### config.mk
export PLATFORM = sky130hd
export DESIGN_NAME = sum_of_sines_pattern_generator_core_flat
export DESIGN_NICKNAME = d
export VERILOG_FILES = /design/src/hw/rtl/ssg_pkg.sv /design/src/hw/rtl/ssg_in_if.sv /design/src/hw/rtl/ssg_out_if.sv /design/src/hw/rtl/ssg_mul.sv /design/src/hw/rtl/ssg_div.sv /design/src/hw/rtl/sum_of_sines_pattern_generator_core.sv /design/src/flat_wrapper.sv
export SDC_FILE = /design/constraint.sdc
export NUM_CORES = 2
export LEC_CHECK = 0
export BUFFER_PORTS_ARGS = -buffer_cell sky130_fd_sc_hd__buf_2
export CORE_UTILIZATION = 35
export CTS_CLUSTER_DIAMETER = 50
export CTS_CLUSTER_SIZE = 8
export DETAILED_ROUTE_END_ITERATION = 8
export PLACE_DENSITY = 0.5
export SLEW_MARGIN = 15
export SYNTH_ARGS = -nofsm -noshare
export SYNTH_HDL_FRONTEND = slang
export SYNTH_SLANG_ARGS = --single-unit
### constraint.sdc
create_clock -name clk -period 7 [get_ports clk]
set_input_delay 0.7 -clock clk [delete_from_list [all_inputs] [get_ports clk]]
set_output_delay 0.7 -clock clk [all_outputs]
set_load 0.02 [all_outputs]
### src/hw/rtl/ssg_pkg.sv
// shared types, constants and helper functions for the sum-of-sines pattern generator
// no dependencies; compiled before every other file of the block
package ssg_pkg;

  localparam int MAX_TERMS    = 4;
  localparam int FREQ_OCTAVES = 4;
  localparam int GAIN_DEPTH   = 3 * MAX_TERMS + 1;
  localparam int GAIN_IDX_W   = $clog2(GAIN_DEPTH);
  localparam int TERM_IDX_W   = $clog2(MAX_TERMS);
  localparam int TCNT_W       = $clog2(MAX_TERMS + 1);

  localparam int COEF_W     = 16;
  localparam int TIME_W     = 32;
  localparam int TERM_W     = 3 * COEF_W;
  localparam int PC_W       = 4;
  localparam int CFG_IDX_W  = 3;
  localparam int CFG_DATA_W = TERM_W;

  // register map
  localparam logic [CFG_IDX_W-1:0] CFG_PARAM_COUNT = 3'd0;
  localparam logic [CFG_IDX_W-1:0] CFG_OFFSET      = 3'd1;
  localparam logic [CFG_IDX_W-1:0] CFG_TERM0       = 3'd2;
  localparam logic [CFG_IDX_W-1:0] CFG_TERM1       = 3'd3;
  localparam logic [CFG_IDX_W-1:0] CFG_TERM2       = 3'd4;
  localparam logic [CFG_IDX_W-1:0] CFG_TERM3       = 3'd5;

  // word operations
  localparam logic OP_EVAL = 1'b0;
  localparam logic OP_GAIN = 1'b1;

  localparam logic signed [15:0] GAIN_ONE = 16'sd4096;

  // fixed-point constants
  localparam logic [31:0]        ONE_Q30     = 32'd1 << 30;
  localparam logic [29:0]        LN2_Q30     = 30'd744261118;
  localparam logic [63:0]        FREQ_MUL    = 64'(FREQ_OCTAVES) * 64'd891723283;
  localparam logic signed [63:0] LOG2_2PI    = 64'sd711755573;
  localparam logic [30:0]        HALFPI_Q30  = 31'd1686629713;

  typedef enum logic [3:0] {
    ST_IDLE,
    ST_SCALE,
    ST_FREQ,
    ST_LOGU,
    ST_POWM,
    ST_POWD,
    ST_ANGLE,
    ST_SINZ,
    ST_SINZ2,
    ST_SINM,
    ST_SIND,
    ST_SINS,
    ST_ACC,
    ST_FINAL,
    ST_OUT
  } state_t;

  typedef struct packed {
    logic        start;
    logic [63:0] a;
    logic [31:0] b;
    logic [5:0]  nbits;
    logic        b_signed;
  } mul_req_t;

  typedef struct packed {
    logic        start;
    logic [31:0] dividend;
    logic [6:0]  divisor;
  } div_req_t;

  typedef struct packed {
    logic        done;
    logic [31:0] quotient;
    logic [6:0]  remainder;
  } div_rsp_t;

  typedef struct packed {
    logic              ok;
    logic [TCNT_W-1:0] terms;
  } term_cnt_t;

  function automatic logic signed [15:0] sat16(input logic signed [63:0] v);
    logic signed [15:0] r;
    if (v > 64'sd32767) r = 16'sh7fff;
    else if (v < -64'sd32768) r = 16'sh8000;
    else r = v[15:0];
    return r;
  endfunction

  // taylor divisors of the sine polynomial, highest-order term first
  function automatic logic [6:0] sine_div(input logic [2:0] idx);
    logic [6:0] d;
    unique case (idx)
      3'd0:    d = 7'd110;
      3'd1:    d = 7'd72;
      3'd2:    d = 7'd42;
      3'd3:    d = 7'd20;
      default: d = 7'd6;
    endcase
    return d;
  endfunction

  // only counts of the form 3t+1 are usable
  function automatic term_cnt_t term_lookup(input logic [PC_W-1:0] pc);
    term_cnt_t r;
    r.ok    = 1'b1;
    r.terms = '0;
    unique case (pc)
      4'd1:    r.terms = TCNT_W'(0);
      4'd4:    r.terms = TCNT_W'(1);
      4'd7:    r.terms = TCNT_W'(2);
      4'd10:   r.terms = TCNT_W'(3);
      4'd13:   r.terms = TCNT_W'(4);
      default: r.ok = 1'b0;
    endcase
    if (int'(r.terms) > MAX_TERMS) r.ok = 1'b0;
    return r;
  endfunction

endpackage

### src/hw/rtl/ssg_in_if.sv
// input channel of the pattern generator: evaluate and gain-write words
// depends on ssg_pkg
interface ssg_in_if;
  import ssg_pkg::*;
  logic                     valid;
  logic                     ready;
  logic                     operation;
  logic [TIME_W-1:0]        time_value;
  logic [3:0]               gain_index;
  logic signed [COEF_W-1:0] gain_value;
  modport source (output valid, operation, time_value, gain_index, gain_value, input ready);
  modport sink   (input valid, operation, time_value, gain_index, gain_value, output ready);
endinterface

### src/hw/rtl/ssg_out_if.sv
// output channel of the pattern generator: one pattern word per evaluate
// depends on ssg_pkg
interface ssg_out_if;
  import ssg_pkg::*;
  logic                     valid;
  logic                     ready;
  logic signed [COEF_W-1:0] pattern_value;
  modport source (output valid, pattern_value, input ready);
  modport sink   (input valid, pattern_value, output ready);
endinterface

### src/hw/rtl/ssg_mul.sv
// bit-serial shift-add multiplier, one multiplier bit per cycle
// depends on ssg_pkg
module ssg_mul (
  input  logic              clk,
  input  logic              rst,
  input  ssg_pkg::mul_req_t req,
  output logic              done,
  output logic [63:0]       acc
);
  import ssg_pkg::*;

  logic        running;
  logic [5:0]  cnt;
  logic [63:0] a;
  logic [31:0] b;
  logic        b_signed;
  logic [63:0] addend;

  // top bit of a signed multiplier carries negative weight
  always_comb begin
    addend = '0;
    if (b[0]) addend = (b_signed && cnt == 6'd1) ? (64'd0 - a) : a;
  end

  always_ff @(posedge clk) begin
    if (rst) begin
      running <= 1'b0;
      done    <= 1'b0;
    end else begin
      done <= running && cnt == 6'd1;
      if (req.start) running <= 1'b1;
      else if (running && cnt == 6'd1) running <= 1'b0;
    end
  end

  always_ff @(posedge clk) begin
    if (req.start) begin
      acc      <= '0;
      a        <= req.a;
      b        <= req.b;
      cnt      <= req.nbits;
      b_signed <= req.b_signed;
    end else if (running) begin
      acc <= acc + addend;
      a   <= {a[62:0], 1'b0};
      b   <= {1'b0, b[31:1]};
      cnt <= cnt - 6'd1;
    end
  end

endmodule

### src/hw/rtl/ssg_div.sv
// restoring divider, 32-bit dividend by a small divisor, one quotient bit per cycle
// depends on ssg_pkg
module ssg_div (
  input  logic              clk,
  input  logic              rst,
  input  ssg_pkg::div_req_t req,
  output ssg_pkg::div_rsp_t rsp
);
  import ssg_pkg::*;

  logic        running;
  logic [5:0]  cnt;
  logic [31:0] dq;
  logic [6:0]  rem;
  logic [6:0]  dvs;
  logic [7:0]  trial;
  logic        qbit;

  always_comb begin
    trial = {rem, dq[31]};
    qbit  = trial >= {1'b0, dvs};
  end

  always_ff @(posedge clk) begin
    if (rst) begin
      running  <= 1'b0;
      rsp.done <= 1'b0;
    end else begin
      rsp.done <= running && cnt == 6'd1;
      if (req.start) running <= 1'b1;
      else if (running && cnt == 6'd1) running <= 1'b0;
    end
  end

  always_ff @(posedge clk) begin
    if (req.start) begin
      dq  <= req.dividend;
      dvs <= req.divisor;
      rem <= '0;
      cnt <= 6'd32;
    end else if (running) begin
      rem <= qbit ? 7'(trial - {1'b0, dvs}) : trial[6:0];
      dq  <= {dq[30:0], qbit};
      cnt <= cnt - 6'd1;
    end
  end

  assign rsp.quotient  = dq;
  assign rsp.remainder = rem;

endmodule

### src/hw/rtl/sum_of_sines_pattern_generator_core.sv
// sum-of-sines drive-pattern generator, top level
// depends on ssg_pkg, ssg_in_if, ssg_out_if, ssg_mul, ssg_div
//
// usage
//   in_ch carries one word at a time: an evaluate word (operation 0) with a time value,
//   or a gain-write word (operation 1) that replaces one feedback gain
//   out_ch gives one pattern word for each evaluate word, none for gain writes
//   cfg_we/cfg_index/cfg_data write the registers (count, offset, four term words);
//   any write to a listed register puts every feedback gain back to 1.0
// timing
//   one word is worked on at a time; in_ch.ready is high only while the sequencer idles
//   a gain write leaves the sequencer idle; an evaluate takes longer with each active term,
//   set by the shared bit-serial multiplier (one bit a cycle) and the restoring divider
//   that the power and sine series run through
//   an evaluate with an unusable count answers 0 without running the series
// reset
//   synchronous, active high: count 1, offset and terms 0, all gains 1.0, no word held
// back-pressure
//   the result sits in an output register; a new word is taken while it waits,
//   and the sequencer only holds at the end of the next evaluate if it is still unread
module sum_of_sines_pattern_generator_core (
  input  logic                           clk,
  input  logic                           rst,
  ssg_in_if.sink                         in_ch,
  ssg_out_if.source                      out_ch,
  input  logic                           cfg_we,
  input  logic [ssg_pkg::CFG_IDX_W-1:0]  cfg_index,
  input  logic [ssg_pkg::CFG_DATA_W-1:0] cfg_data
);
  import ssg_pkg::*;

  // control and configuration
  state_t                   state, state_next;
  logic                     launched;
  logic [PC_W-1:0]          param_count;
  logic signed [COEF_W-1:0] offset_coef;
  logic [TERM_W-1:0]        term_coefs [MAX_TERMS];
  logic signed [COEF_W-1:0] gain_store [GAIN_DEPTH];
  logic                     out_valid;
  logic signed [COEF_W-1:0] out_data;

  // working registers of one evaluate
  logic [TIME_W-1:0]        in_time;
  logic [TCNT_W-1:0]        terms;
  logic [TCNT_W-1:0]        t;
  logic [1:0]               j;
  logic [GAIN_IDX_W-1:0]    coef_idx;
  logic signed [COEF_W-1:0] amp, fex, pha;
  logic signed [63:0]       sum;
  logic [27:0]              r;
  logic signed [7:0]        n;
  logic [29:0]              u;
  logic [31:0]              p;
  logic [2:0]               k;
  logic [31:0]              v;
  logic [1:0]               quad;
  logic [30:0]              w;
  logic [30:0]              z;
  logic [31:0]              z2;
  logic [30:0]              h;
  logic [2:0]               d_idx;
  logic signed [31:0]       s;
  logic signed [COEF_W-1:0] res;

  // shared units
  mul_req_t    mreq;
  logic        mul_done;
  logic [63:0] mul_acc;
  div_req_t    dreq;
  div_rsp_t    drsp;

  ssg_mul u_mul (.clk(clk), .rst(rst), .req(mreq), .done(mul_done), .acc(mul_acc));
  ssg_div u_div (.clk(clk), .rst(rst), .req(dreq), .rsp(drsp));

  logic      in_take;
  term_cnt_t tc;
  logic      is_mul_state, is_div_state, unit_done;

  assign in_ch.ready = (state == ST_IDLE);
  assign in_take     = in_ch.valid && in_ch.ready;
  assign tc          = term_lookup(param_count);

  assign is_mul_state = state == ST_SCALE || state == ST_FREQ || state == ST_LOGU ||
                        state == ST_POWM || state == ST_ANGLE || state == ST_SINZ ||
                        state == ST_SINZ2 || state == ST_SINM || state == ST_SINS ||
                        state == ST_ACC;
  assign is_div_state = state == ST_POWD || state == ST_SIND || state == ST_FINAL;
  assign unit_done    = (is_mul_state && mul_done) || (is_div_state && drsp.done);

  // datapath helpers
  logic signed [COEF_W-1:0] coef_cur;
  logic signed [COEF_W-1:0] gain_cur;
  logic signed [COEF_W-1:0] scale_res;
  logic signed [63:0]       y;
  logic signed [7:0]        shamt;
  logic [7:0]               shneg;
  logic [63:0]              f;
  logic [31:0]              angle;
  logic [30:0]              sv;
  logic signed [63:0]       xq;
  logic [31:0]              xmag;
  logic signed [63:0]       q64;
  logic signed [63:0]       qs;

  always_comb begin
    coef_cur = offset_coef;
    if (coef_idx != '0) begin
      unique case (j)
        2'd0:    coef_cur = term_coefs[t[TERM_IDX_W-1:0]][15:0];
        2'd1:    coef_cur = term_coefs[t[TERM_IDX_W-1:0]][31:16];
        default: coef_cur = term_coefs[t[TERM_IDX_W-1:0]][47:32];
      endcase
    end
  end

  assign gain_cur  = gain_store[coef_idx];
  assign scale_res = sat16($signed(mul_acc) >>> 12);
  assign y         = ($signed(mul_acc) >>> 16) - LOG2_2PI;

  // frequency: 2^r scaled by 2^(n+2), left shift capped at 32
  assign shamt = n + 8'sd2;
  assign shneg = 8'(-shamt);
  always_comb begin
    if (shamt >= 8'sd0) begin
      if (shamt > 8'sd32) f = {32'd0, p} << 32;
      else                f = {32'd0, p} << shamt[5:0];
    end else if (shneg >= 8'd63) begin
      f = '0;
    end else begin
      f = {32'd0, p} >> shneg[5:0];
    end
  end

  assign angle = mul_acc[47:16] + {pha, 16'd0};
  assign sv    = (mul_acc[60:30] > 31'(ONE_Q30)) ? 31'(ONE_Q30) : mul_acc[60:30];

  // final floor division of the Q15 sum by the term count plus one
  assign xq   = sum >>> 30;
  assign xmag = sum[63] ? 32'(-xq) : 32'(xq);
  assign q64  = 64'(drsp.quotient);
  always_comb begin
    if (!sum[63])                 qs = q64;
    else if (drsp.remainder != 0) qs = -(q64 + 64'sd1);
    else                          qs = -q64;
  end

  // next state
  always_comb begin
    state_next = state;
    unique case (state)
      ST_IDLE:  if (in_take && in_ch.operation == OP_EVAL)
                  state_next = tc.ok ? ST_SCALE : ST_OUT;
      ST_SCALE: if (mul_done) begin
                  if (coef_idx == '0) state_next = (terms == '0) ? ST_FINAL : ST_SCALE;
                  else if (j == 2'd2) state_next = ST_FREQ;
                end
      ST_FREQ:  if (mul_done) state_next = ST_LOGU;
      ST_LOGU:  if (mul_done) state_next = ST_POWM;
      ST_POWM:  if (mul_done) state_next = ST_POWD;
      ST_POWD:  if (drsp.done) state_next = (k == 3'd1) ? ST_ANGLE : ST_POWM;
      ST_ANGLE: if (mul_done) state_next = ST_SINZ;
      ST_SINZ:  if (mul_done) state_next = ST_SINZ2;
      ST_SINZ2: if (mul_done) state_next = ST_SINM;
      ST_SINM:  if (mul_done) state_next = ST_SIND;
      ST_SIND:  if (drsp.done) state_next = (d_idx == 3'd4) ? ST_SINS : ST_SINM;
      ST_SINS:  if (mul_done) state_next = ST_ACC;
      ST_ACC:   if (mul_done)
                  state_next = (TCNT_W'(t + 1'b1) == terms) ? ST_FINAL : ST_SCALE;
      ST_FINAL: if (drsp.done) state_next = ST_OUT;
      ST_OUT:   if (!out_valid || out_ch.ready) state_next = ST_IDLE;
      default:  state_next = ST_IDLE;
    endcase
  end

  // unit requests
  always_comb begin
    mreq          = '0;
    dreq          = '0;
    mreq.start    = is_mul_state && !launched;
    dreq.start    = is_div_state && !launched;
    unique case (state)
      ST_SCALE: begin
        mreq.a = 64'(coef_cur); mreq.b = 32'(gain_cur);
        mreq.nbits = 6'd16; mreq.b_signed = 1'b1;
      end
      ST_FREQ: begin
        mreq.a = FREQ_MUL; mreq.b = 32'(fex);
        mreq.nbits = 6'd16; mreq.b_signed = 1'b1;
      end
      ST_LOGU:  begin mreq.a = 64'(r); mreq.b = 32'(LN2_Q30); mreq.nbits = 6'd30; end
      ST_POWM:  begin mreq.a = 64'(p); mreq.b = 32'(u); mreq.nbits = 6'd30; end
      ST_POWD:  begin dreq.dividend = v; dreq.divisor = 7'(k); end
      ST_ANGLE: begin mreq.a = f; mreq.b = in_time; mreq.nbits = 6'd32; end
      ST_SINZ:  begin mreq.a = 64'(w); mreq.b = 32'(HALFPI_Q30); mreq.nbits = 6'd31; end
      ST_SINZ2: begin mreq.a = 64'(z); mreq.b = 32'(z); mreq.nbits = 6'd31; end
      ST_SINM:  begin mreq.a = 64'(h); mreq.b = z2; mreq.nbits = 6'd32; end
      ST_SIND:  begin dreq.dividend = v; dreq.divisor = sine_div(d_idx); end
      ST_SINS:  begin mreq.a = 64'(z); mreq.b = 32'(h); mreq.nbits = 6'd31; end
      ST_ACC: begin
        mreq.a = 64'(s); mreq.b = 32'(amp);
        mreq.nbits = 6'd16; mreq.b_signed = 1'b1;
      end
      ST_FINAL: begin dreq.dividend = xmag; dreq.divisor = 7'(terms) + 7'd1; end
      default: begin
        mreq.start = 1'b0;
        dreq.start = 1'b0;
      end
    endcase
  end

  // control, configuration and gains
  always_ff @(posedge clk) begin
    if (rst) begin
      state       <= ST_IDLE;
      launched    <= 1'b0;
      param_count <= PC_W'(1);
      offset_coef <= '0;
      for (int i = 0; i < MAX_TERMS; i++) term_coefs[i] <= '0;
      for (int i = 0; i < GAIN_DEPTH; i++) gain_store[i] <= GAIN_ONE;
      out_valid   <= 1'b0;
    end else begin
      state    <= state_next;
      launched <= (launched || mreq.start || dreq.start) && !unit_done;

      if (state == ST_OUT && (!out_valid || out_ch.ready)) out_valid <= 1'b1;
      else if (out_ch.ready) out_valid <= 1'b0;

      if (cfg_we) begin
        unique case (cfg_index)
          CFG_PARAM_COUNT: param_count   <= cfg_data[PC_W-1:0];
          CFG_OFFSET:      offset_coef   <= cfg_data[COEF_W-1:0];
          CFG_TERM0:       term_coefs[0] <= cfg_data;
          CFG_TERM1:       term_coefs[1] <= cfg_data;
          CFG_TERM2:       term_coefs[2] <= cfg_data;
          CFG_TERM3:       term_coefs[3] <= cfg_data;
          default: ;
        endcase
        if (cfg_index <= CFG_TERM3)
          for (int i = 0; i < GAIN_DEPTH; i++) gain_store[i] <= GAIN_ONE;
      end else if (in_take && in_ch.operation == OP_GAIN) begin
        // out-of-range indexes leave the store alone
        if (in_ch.gain_index < param_count && 32'(in_ch.gain_index) < GAIN_DEPTH)
          gain_store[in_ch.gain_index[GAIN_IDX_W-1:0]] <= in_ch.gain_value;
      end
    end
  end

  // working registers
  always_ff @(posedge clk) begin
    if (state == ST_OUT && (!out_valid || out_ch.ready)) out_data <= res;

    if (in_take) begin
      in_time  <= in_ch.time_value;
      terms    <= tc.terms;
      t        <= '0;
      j        <= '0;
      coef_idx <= '0;
      res      <= '0;
    end

    if (mul_done) begin
      unique case (state)
        ST_SCALE: begin
          coef_idx <= coef_idx + 1'b1;
          if (coef_idx == '0) begin
            sum <= 64'(scale_res) <<< 30;
          end else begin
            unique case (j)
              2'd0:    amp <= scale_res;
              2'd1:    fex <= scale_res;
              default: pha <= scale_res;
            endcase
            j <= (j == 2'd2) ? 2'd0 : j + 2'd1;
          end
        end
        ST_FREQ: begin
          r <= y[27:0];
          n <= y[35:28];
        end
        ST_LOGU: begin
          u <= mul_acc[57:28];
          p <= ONE_Q30;
          k <= 3'd7;
        end
        ST_POWM:  v <= mul_acc[61:30];
        ST_ANGLE: begin
          quad  <= angle[31:30];
          w     <= angle[30] ? 31'(ONE_Q30) - {1'b0, angle[29:0]} : {1'b0, angle[29:0]};
          h     <= 31'(ONE_Q30);
          d_idx <= '0;
        end
        ST_SINZ:  z  <= mul_acc[60:30];
        ST_SINZ2: z2 <= mul_acc[61:30];
        ST_SINM:  v  <= mul_acc[61:30];
        ST_SINS:  s  <= quad[1] ? -$signed({1'b0, sv}) : $signed({1'b0, sv});
        ST_ACC: begin
          sum <= sum + $signed(mul_acc);
          t   <= t + 1'b1;
        end
        default: ;
      endcase
    end

    if (drsp.done) begin
      unique case (state)
        ST_POWD: begin
          p <= ONE_Q30 + drsp.quotient;
          k <= k - 3'd1;
        end
        ST_SIND: begin
          h     <= 31'(ONE_Q30) - drsp.quotient[30:0];
          d_idx <= d_idx + 3'd1;
        end
        ST_FINAL: res <= sat16(qs);
        default: ;
      endcase
    end
  end

  assign out_ch.valid         = out_valid;
  assign out_ch.pattern_value = out_data;

endmodule

### src/flat_wrapper.sv
// flat-port wrapper written by rule: the top's interface ports become plain ports
module sum_of_sines_pattern_generator_core_flat import ssg_pkg::*;
  (clk, rst, cfg_we, cfg_index, cfg_data, in_ch_valid, in_ch_operation, in_ch_time_value, in_ch_gain_index, in_ch_gain_value, in_ch_ready, out_ch_valid, out_ch_pattern_value, out_ch_ready);
  ssg_in_if in_ch_i ();
  ssg_out_if out_ch_i ();
  input  logic clk;
  input  logic rst;
  input  logic cfg_we;
  input  logic [ssg_pkg::CFG_IDX_W-1:0] cfg_index;
  input  logic [ssg_pkg::CFG_DATA_W-1:0] cfg_data;
  input wire logic [$bits(in_ch_i.valid)-1:0] in_ch_valid;
  input wire logic [$bits(in_ch_i.operation)-1:0] in_ch_operation;
  input wire logic [$bits(in_ch_i.time_value)-1:0] in_ch_time_value;
  input wire logic [$bits(in_ch_i.gain_index)-1:0] in_ch_gain_index;
  input wire logic [$bits(in_ch_i.gain_value)-1:0] in_ch_gain_value;
  output wire logic [$bits(in_ch_i.ready)-1:0] in_ch_ready;
  output wire logic [$bits(out_ch_i.valid)-1:0] out_ch_valid;
  output wire logic [$bits(out_ch_i.pattern_value)-1:0] out_ch_pattern_value;
  input wire logic [$bits(out_ch_i.ready)-1:0] out_ch_ready;
  assign in_ch_i.valid = in_ch_valid;
  assign in_ch_i.operation = in_ch_operation;
  assign in_ch_i.time_value = in_ch_time_value;
  assign in_ch_i.gain_index = in_ch_gain_index;
  assign in_ch_i.gain_value = in_ch_gain_value;
  assign in_ch_ready = in_ch_i.ready;
  assign out_ch_valid = out_ch_i.valid;
  assign out_ch_pattern_value = out_ch_i.pattern_value;
  assign out_ch_i.ready = out_ch_ready;
  sum_of_sines_pattern_generator_core u_core (.clk(clk), .rst(rst), .in_ch(in_ch_i), .out_ch(out_ch_i), .cfg_we(cfg_we), .cfg_index(cfg_index), .cfg_data(cfg_data));
endmodule
== After elaboration in Yosys (flattened, before gate mapping) ==
Memories as Yosys holds them, arrays and structs flattened. A register that Yosys moved wholly into a read port is not among the register bits.
Index checks and enable logic that the tools add are counted.

* Memories kept: 2
* Bits in writable memories: 400
* Register bits after elaboration: 732
* Latch bits: 0
* Output and inout port bits: 18
* ROM bits: 0
* Input bits: 109

{| class="wikitable"
|+ Memories
! name !! depth !! bits a word !! read ports !! clocked after memory_dff !! write ports !! line !! RTL
|-
| u_core.gain_store || 13 || 16 || 1 || 1 || 13 || sum_of_sines_pattern_generator_core.sv:38 || <nowiki>logic signed [COEF_W-1:0] gain_store [GAIN_DEPTH];</nowiki>
|-
| u_core.term_coefs || 4 || 48 || 1 || 1 || 4 || sum_of_sines_pattern_generator_core.sv:37 || <nowiki>logic [TERM_W-1:0] term_coefs [MAX_TERMS];</nowiki>
|}

* Order comparisons: 13
* Multiplexer cells: 143
* Add/sub/neg operators: 24
* Shift-type cells: 2
* Reductions and logical operators: 65
* Div/mod/pow operators: 0
* Equality and inequality tests: 51
* Bitwise operators: 20
* $mul: 0

{| class="wikitable"
|+ Operators with widths
! kind !! number
|-
| one-hot mux 102 bit (10 select lines) || 1
|-
| 2-to-1 mux 64 bit || 10
|-
| 2-to-1 mux 16 bit || 22
|-
| 2-to-1 mux 32 bit || 9
|-
| 2-to-1 mux 48 bit || 4
|-
| 2-to-1 mux 31 bit || 6
|-
| adder 64 bit || 2
|-
| one-hot mux 64 bit (2 select lines) || 1
|-
| one-hot mux 39 bit (3 select lines) || 1
|-
| 2-to-1 mux 4 bit || 24
|-
| greater-than comparator 64 x 16 -> 1 bit, second input constant || 1
|-
| < comparator 64 x 16 -> 1 bit, second input constant || 1
|-
| negator 32 -> 64 bit || 1
|-
| negator 64 bit || 1
|-
| left shift 32 x 6 -> 64 bit || 1
|-
| >> shifter 32 x 6 -> 64 bit || 1
|-
| subtractor 1 x 64 -> 64 bit, first input constant || 1
|-
| one-hot mux 4 bit (15 select lines) || 1
|-
| greater-than comparator 52 x 16 -> 1 bit, second input constant || 1
|-
| < comparator 52 x 16 -> 1 bit, second input constant || 1
|-
| 2-to-1 mux 1 bit || 39
|-
| equality test 4 bit, second input constant || 9
|-
| subtractor 36 x 31 -> 36 bit, second input constant || 1
|-
| adder 32 x 1 -> 33 bit, second input constant || 1
|-
| 65 further kinds || 178
|}

== Depth between registers and ports, before layout ==
* Depth after elaboration: 15
* Depth in mapped cells: 24

== Modules after synthesis ==
From an unflattened synthesis, not the netlist that was laid out.

* Cell total of the unflattened synthesis: 6,401
* Area total of the unflattened synthesis: 68,230.4 sq um

{| class="wikitable"
|+ Modules (own cells, without submodules)
! module !! sequential area each (sq um) !! instances !! cells each !! area an instance (sq um)
|-
| sum_of_sines_pattern_generator_core || 27,506.4 || 1 || 4,834 || 53,208.5
|-
| ssg_mul || 4,414.2 || 1 || 1,351 || 12,298.0
|-
| ssg_div || 1,471.4 || 1 || 216 || 2,723.9
|}

== Least setup slack after synthesis ==
OpenSTA, ideal clock, no wires.

* Path type: reg2reg
* Start: register u_core.u_mul.a[13]
* End: register u_core.u_mul.acc[61]
* Buffers on the path: 0
* Slack: 1.844 ns
* Required time: 6.868 ns
* Arrival time: 5.024 ns
* Period minus slack after synthesis: 5.156 ns
* Cell stages (with the launch flop): 24
* Path through: edfxtp_1 -> or3_1 -> or4_1 -> nor3_1 -> and2_1 -> nand3b_1 -> or2_1 -> nor3_1 -> a21oi_1 -> xor2_1 -> and2_1 -> ha_1 -> a21o_1 -> a21o_1 -> a21o_1 -> a21o_1 -> a21oi_1 -> o21ai_0 -> a21o_1 -> a31oi_1 -> o21ai_0 -> o21ai_0 -> xor2_1 -> a21oi_1

* Longest elaborated chain between the ends: 4

{| class="wikitable"
|+ Ends and longest elaborated chain
! element !! line !! RTL
|-
| from (decl) || ssg_mul.sv:14 || <nowiki>logic [63:0] a;</nowiki>
|-
| from (signal assigned) || ssg_mul.sv:39 || <nowiki>a <= req.a;</nowiki>
|-
| from (signal assigned) || ssg_mul.sv:45 || <nowiki>a <= {a[62:0], 1'b0};</nowiki>
|-
| subtractor 1 x 64 -> 64 bit || ssg_mul.sv:22 || <nowiki>if (b[0]) addend = (b_signed && cnt == 6'd1) ? (64'd0 - a) : a;</nowiki>
|-
| 2-to-1 mux 64 bit (*) (2 in a row) || ssg_mul.sv:22 ||
|-
| adder 64 bit (*) || ssg_mul.sv:44 || <nowiki>acc <= acc + addend;</nowiki>
|-
| to (signal assigned) || ssg_mul.sv:44 ||
|-
| to (decl) || ssg_mul.sv:8 || <nowiki>output logic [63:0] acc</nowiki>
|}

Mark *: on every way between the ends. The rest lies on a longest branch, timed or not.
A chain may end at the register's enable or synchronous reset.

== Final worst setup path ==
* Start: register u_core.u_mul.a[13]
* End: register u_core.u_mul.acc[63]

Same word-level chain as after synthesis.

==> impl_metrics.env <==
export IMPL_final_util_pct=40.5
export IMPL_root_buffer="clkbuf_16"
export IMPL_cts_sinks=1179
export IMPL_fmax_ghz=0.160
export IMPL_via_count=54913
export IMPL_syn_to_final_growth_pct=14.6
export IMPL_maxSlewHeadroom_pct=11.5
export IMPL_cts_buffers=185
export IMPL_dp_hpwl_um=195000
export IMPL_ant_nets=0
export IMPL_drtIter0Drc=6072
export IMPL_end_kind="flop"
export IMPL_finalHoldViolCount=0
export IMPL_grt_util_met2_pct=42.4
export IMPL_cts_setup_buffers=0
export IMPL_drc=0
export IMPL_drt_wl_total_um=270000
export IMPL_status="finished, final reports clean"
export IMPL_synth_edff_count=978
export IMPL_ios=127
export IMPL_ys_seq_area_share_pct=48.9
export IMPL_cp_max_fo=7
export IMPL_powerDensity_nw_per_um2=371
export IMPL_async_reset_ff_share_pct=0
export IMPL_via_per_inst=5.94
export IMPL_busiest_layer="met2"
export IMPL_crit_required_ns=7.70
export IMPL_rsz0062_at_grt="no"
export IMPL_synth_cell_type_count=103
export IMPL_crit_path_start_kind="flop"
export IMPL_grt_usage_pct=26.7
export IMPL_critPathBufInv=0
export IMPL_h_tree_depth=4
export IMPL_cp_top_family="simple AND/OR/NAND/NOR gates"
export IMPL_ys_seq_elements=1179
export IMPL_antenna_found_initial=20
export IMPL_gp_congestion=1.01
export IMPL_initial_utilization_pct=35.3
export IMPL_grt_pass1_vias=52275
export IMPL_yosysTopAreaCellShare_pct=43.0
export IMPL_criticalPathCategory="reg2reg"
export IMPL_avgSynthCellArea_sq_um=10.5
export IMPL_cpPeakStageDelay_ns=0.75
export IMPL_met1_usage_pct=34.9
export IMPL_fin_setup_tns_ns=0
export IMPL_die_h_um=444
export IMPL_clk_pin_slew_ns=0.06
export IMPL_path_cells="or3_1 > or4_1 > or3_1 > nor3_1 > nand2_1 > o31ai_1 > xnor2_1 > and2_1 > ha_1 > and3_1 > nand4_1 > nor2_1 > nand2_1 > o31ai_1 > a21o_1 > nand3_1 > a211oi_1 > mux2i_1 > o21ai_0 > nor3b_1"
export IMPL_clkLatencyLatePin_ns=0.86
export IMPL_final_max_slew_viol_count=0
export IMPL_grt_pass1_wl_um=383000
export IMPL_die_w_um=444
export IMPL_synthCells=6499
export IMPL_clock_path_buffers=3
export IMPL_gr_usage_met3_pct=5.33
export IMPL_cts_tree="built"
export IMPL_grt_max_degree=86
export IMPL_core_sq_um=193000
export IMPL_ir_worst_vdd_mv=0.280
export IMPL_synth_area_leaders="edfxtp_1, dfxtp_1, mux4_2"
export IMPL_fin_crit_ns=6.27
export IMPL_wire_per_inst_um=29.2
export IMPL_timing_final_crit_share_pct=89.6
export IMPL_netlist_area_sq_um=68200
export IMPL_crit_arrival_ns=6.97
export IMPL_drv_cap=0
export IMPL_rows=161
export IMPL_skew_ns=0.0722
export IMPL_io_buffers=126
export IMPL_static_leakage_power_nw=28.6
export IMPL_dr_pass1_iters=8
export IMPL_worstHoldPathType="in2reg"
export IMPL_synth_ff_type="edfxtp_1"
export IMPL_setup_viol=0
export IMPL_grt_ovfl_total=0
export IMPL_worstMarginPinSlew_ns=1.33
export IMPL_dieArea_sq_um=197000
export IMPL_yosysWarnings=0
export IMPL_drive_above_1_share_pct=12.9
export IMPL_synth_largest_area_cell="edfxtp_1"
export IMPL_crit_slowest_cell="o31ai_1"
export IMPL_nNetsFinal=6884
registers in the layout, indices dropped and copies added (netlist names), 28 cells and up:
| register | flops |
|---|---|
| u_core.gain_store | 256 |
| u_core.h | 31 |
| u_core.in_time | 32 |
| u_core.p | 32 |
| u_core.r | 28 |
| u_core.s | 32 |
| u_core.sum | 64 |
| u_core.term_coefs | 192 |
| u_core.u | 30 |
| u_core.u_div.dq | 32 |
| u_core.u_mul.a | 64 |
| u_core.u_mul.acc | 64 |
| u_core.u_mul.b | 32 |
| u_core.v | 32 |
| u_core.w | 31 |
| u_core.z | 31 |
| u_core.z2 | 32 |
cell type report:
type                    instances  area (sq um)
repair buffers                335          2250
clock inverters                47           783
inverters                     100           378
flip-flops and latches       1179         33400
well taps                    2526          3160
multi-input cells            4792         33100
fillers                     18702        115000
diodes                         11          27.5
clock buffers                 259          5070
cells in the mapped netlist, drive strengths merged, types with 42 or more instances:
cell type	n
or3	43
a22o	61
nand2b	85
nor2	493
a21oi	448
o21ai	393
ha	178
o31ai	42
xnor2	238
nand4	68
dfxtp	201
nor4	43
nand2	581
mux2i	120
a21o	93
clkbuf	401
edfxtp	978
inv	98
a22oi	104
nand3	133
nor3	127
a31oi	65
and3	171
a211oi	53
mux4	164
and2	345
xor2	144
buf	74
repair_timing:
| item | in CTS | in global routing |
|---|---|---|
| hold endpoints to repair | 17 | 0 |
| gates resized for setup | 0 | 0 |
| hold buffers | 17 | 0 |
| endpoints found under the setup margin | 0 | 0 |
power breakdown:
group,total [mW],switching [mW],internal (mW)
combinational,10.3,6.81,3.47
clock,8.82,3.45,5.38
sequential,9.91,0.875,9.03
total,29.0,11.1,17.9
per-layer routing:
metal  vias to the layer above  share of wire, %
li1                      24599                 -
met1                     27517                42
met2                      2318                46
met3                       465               7.3
met4                        14               4.7
met5                         -             0.034
stage by stage:
step | setup WS [ns] | hold slack [ns] | instances | power [mW] | area (sq um)
4_1_cts | 0.861 | 0.000144 | 9238 | 29.0 | 78200
5_1_grt | 0.289 | 0.0164 | 9242 | 30.3 | 78200
6_report | 0.731 | 0.0625 | 9249 | 29.0 | 78200
3_5_place_dp | 0.934 | 0.422 | 8915 | 20.1 | 72200
3_3_place_gp | 0.827 | 0.418 | 8915 | 20.1 | 72200
2_1_floorplan | 1.84 | 0.408 | 6546 | 16.3 | 68400
path summary, 6_finish.rpt:
check | start | to | slack, ns | depth (start not counted)
min reg2reg | u_core.res[8]$_DFF_P_ | u_core.out_ch.pattern_value[8]$_DFFE_PP_ | 0.43 | 0
max | u_core.u_mul.a[13]$_DFFE_PP_ | u_core.u_mul.acc[63]$_SDFFE_PP0P_ | 0.73 | 20
min | in_ch_time_value[20] | u_core.in_time[20]$_DFFE_PP_ | 0.06 | 1
max reg2reg | u_core.u_mul.a[13]$_DFFE_PP_ | u_core.u_mul.acc[63]$_SDFFE_PP0P_ | 0.73 | 20
cell usage in the layout, fill, tap and decap left out, types with 37 or more instances in the layout:
cell / instances
nor2b_1: 37
buf_2: 126
mux4_2: 164
a21oi_1: 445
and3_1: 169
conb_1: 48
clkbuf_1: 61
a31oi_1: 65
ha_1: 178
a211oi_1: 53
nand4_1: 66
xor2_1: 141
nor4_1: 41
inv_1: 95
a21o_1: 93
nor2_1: 484
buf_4: 191
mux2i_1: 120
or3_1: 43
a22oi_1: 104
nand2_1: 578
nor3_1: 113
a22o_1: 61
o31ai_1: 41
dfxtp_1: 195
nand2b_1: 85
and2_1: 341
edfxtp_1: 978
xnor2_1: 233
nand3_1: 131
clkbuf_16: 188
o21ai_0: 382
kinds of logic (layout without fill, tap and decap cells):
logic type	after synthesis	count (layout)	share of synthesized area, %
AND/OR/NAND/NOR	2231	2231	16.3
AO/OA/AOI/OAI	1650	1650	15.8
flip-flops	1179	1179	48.9
buffers and inverters	575	741	3.23
XOR/XNOR	382	382	4.90
multiplexers	299	299	7.42
adder cells (fa/ha/maj)	182	182	3.38
other	1	59	0.00549
Power figures use the tool's default switching activity.
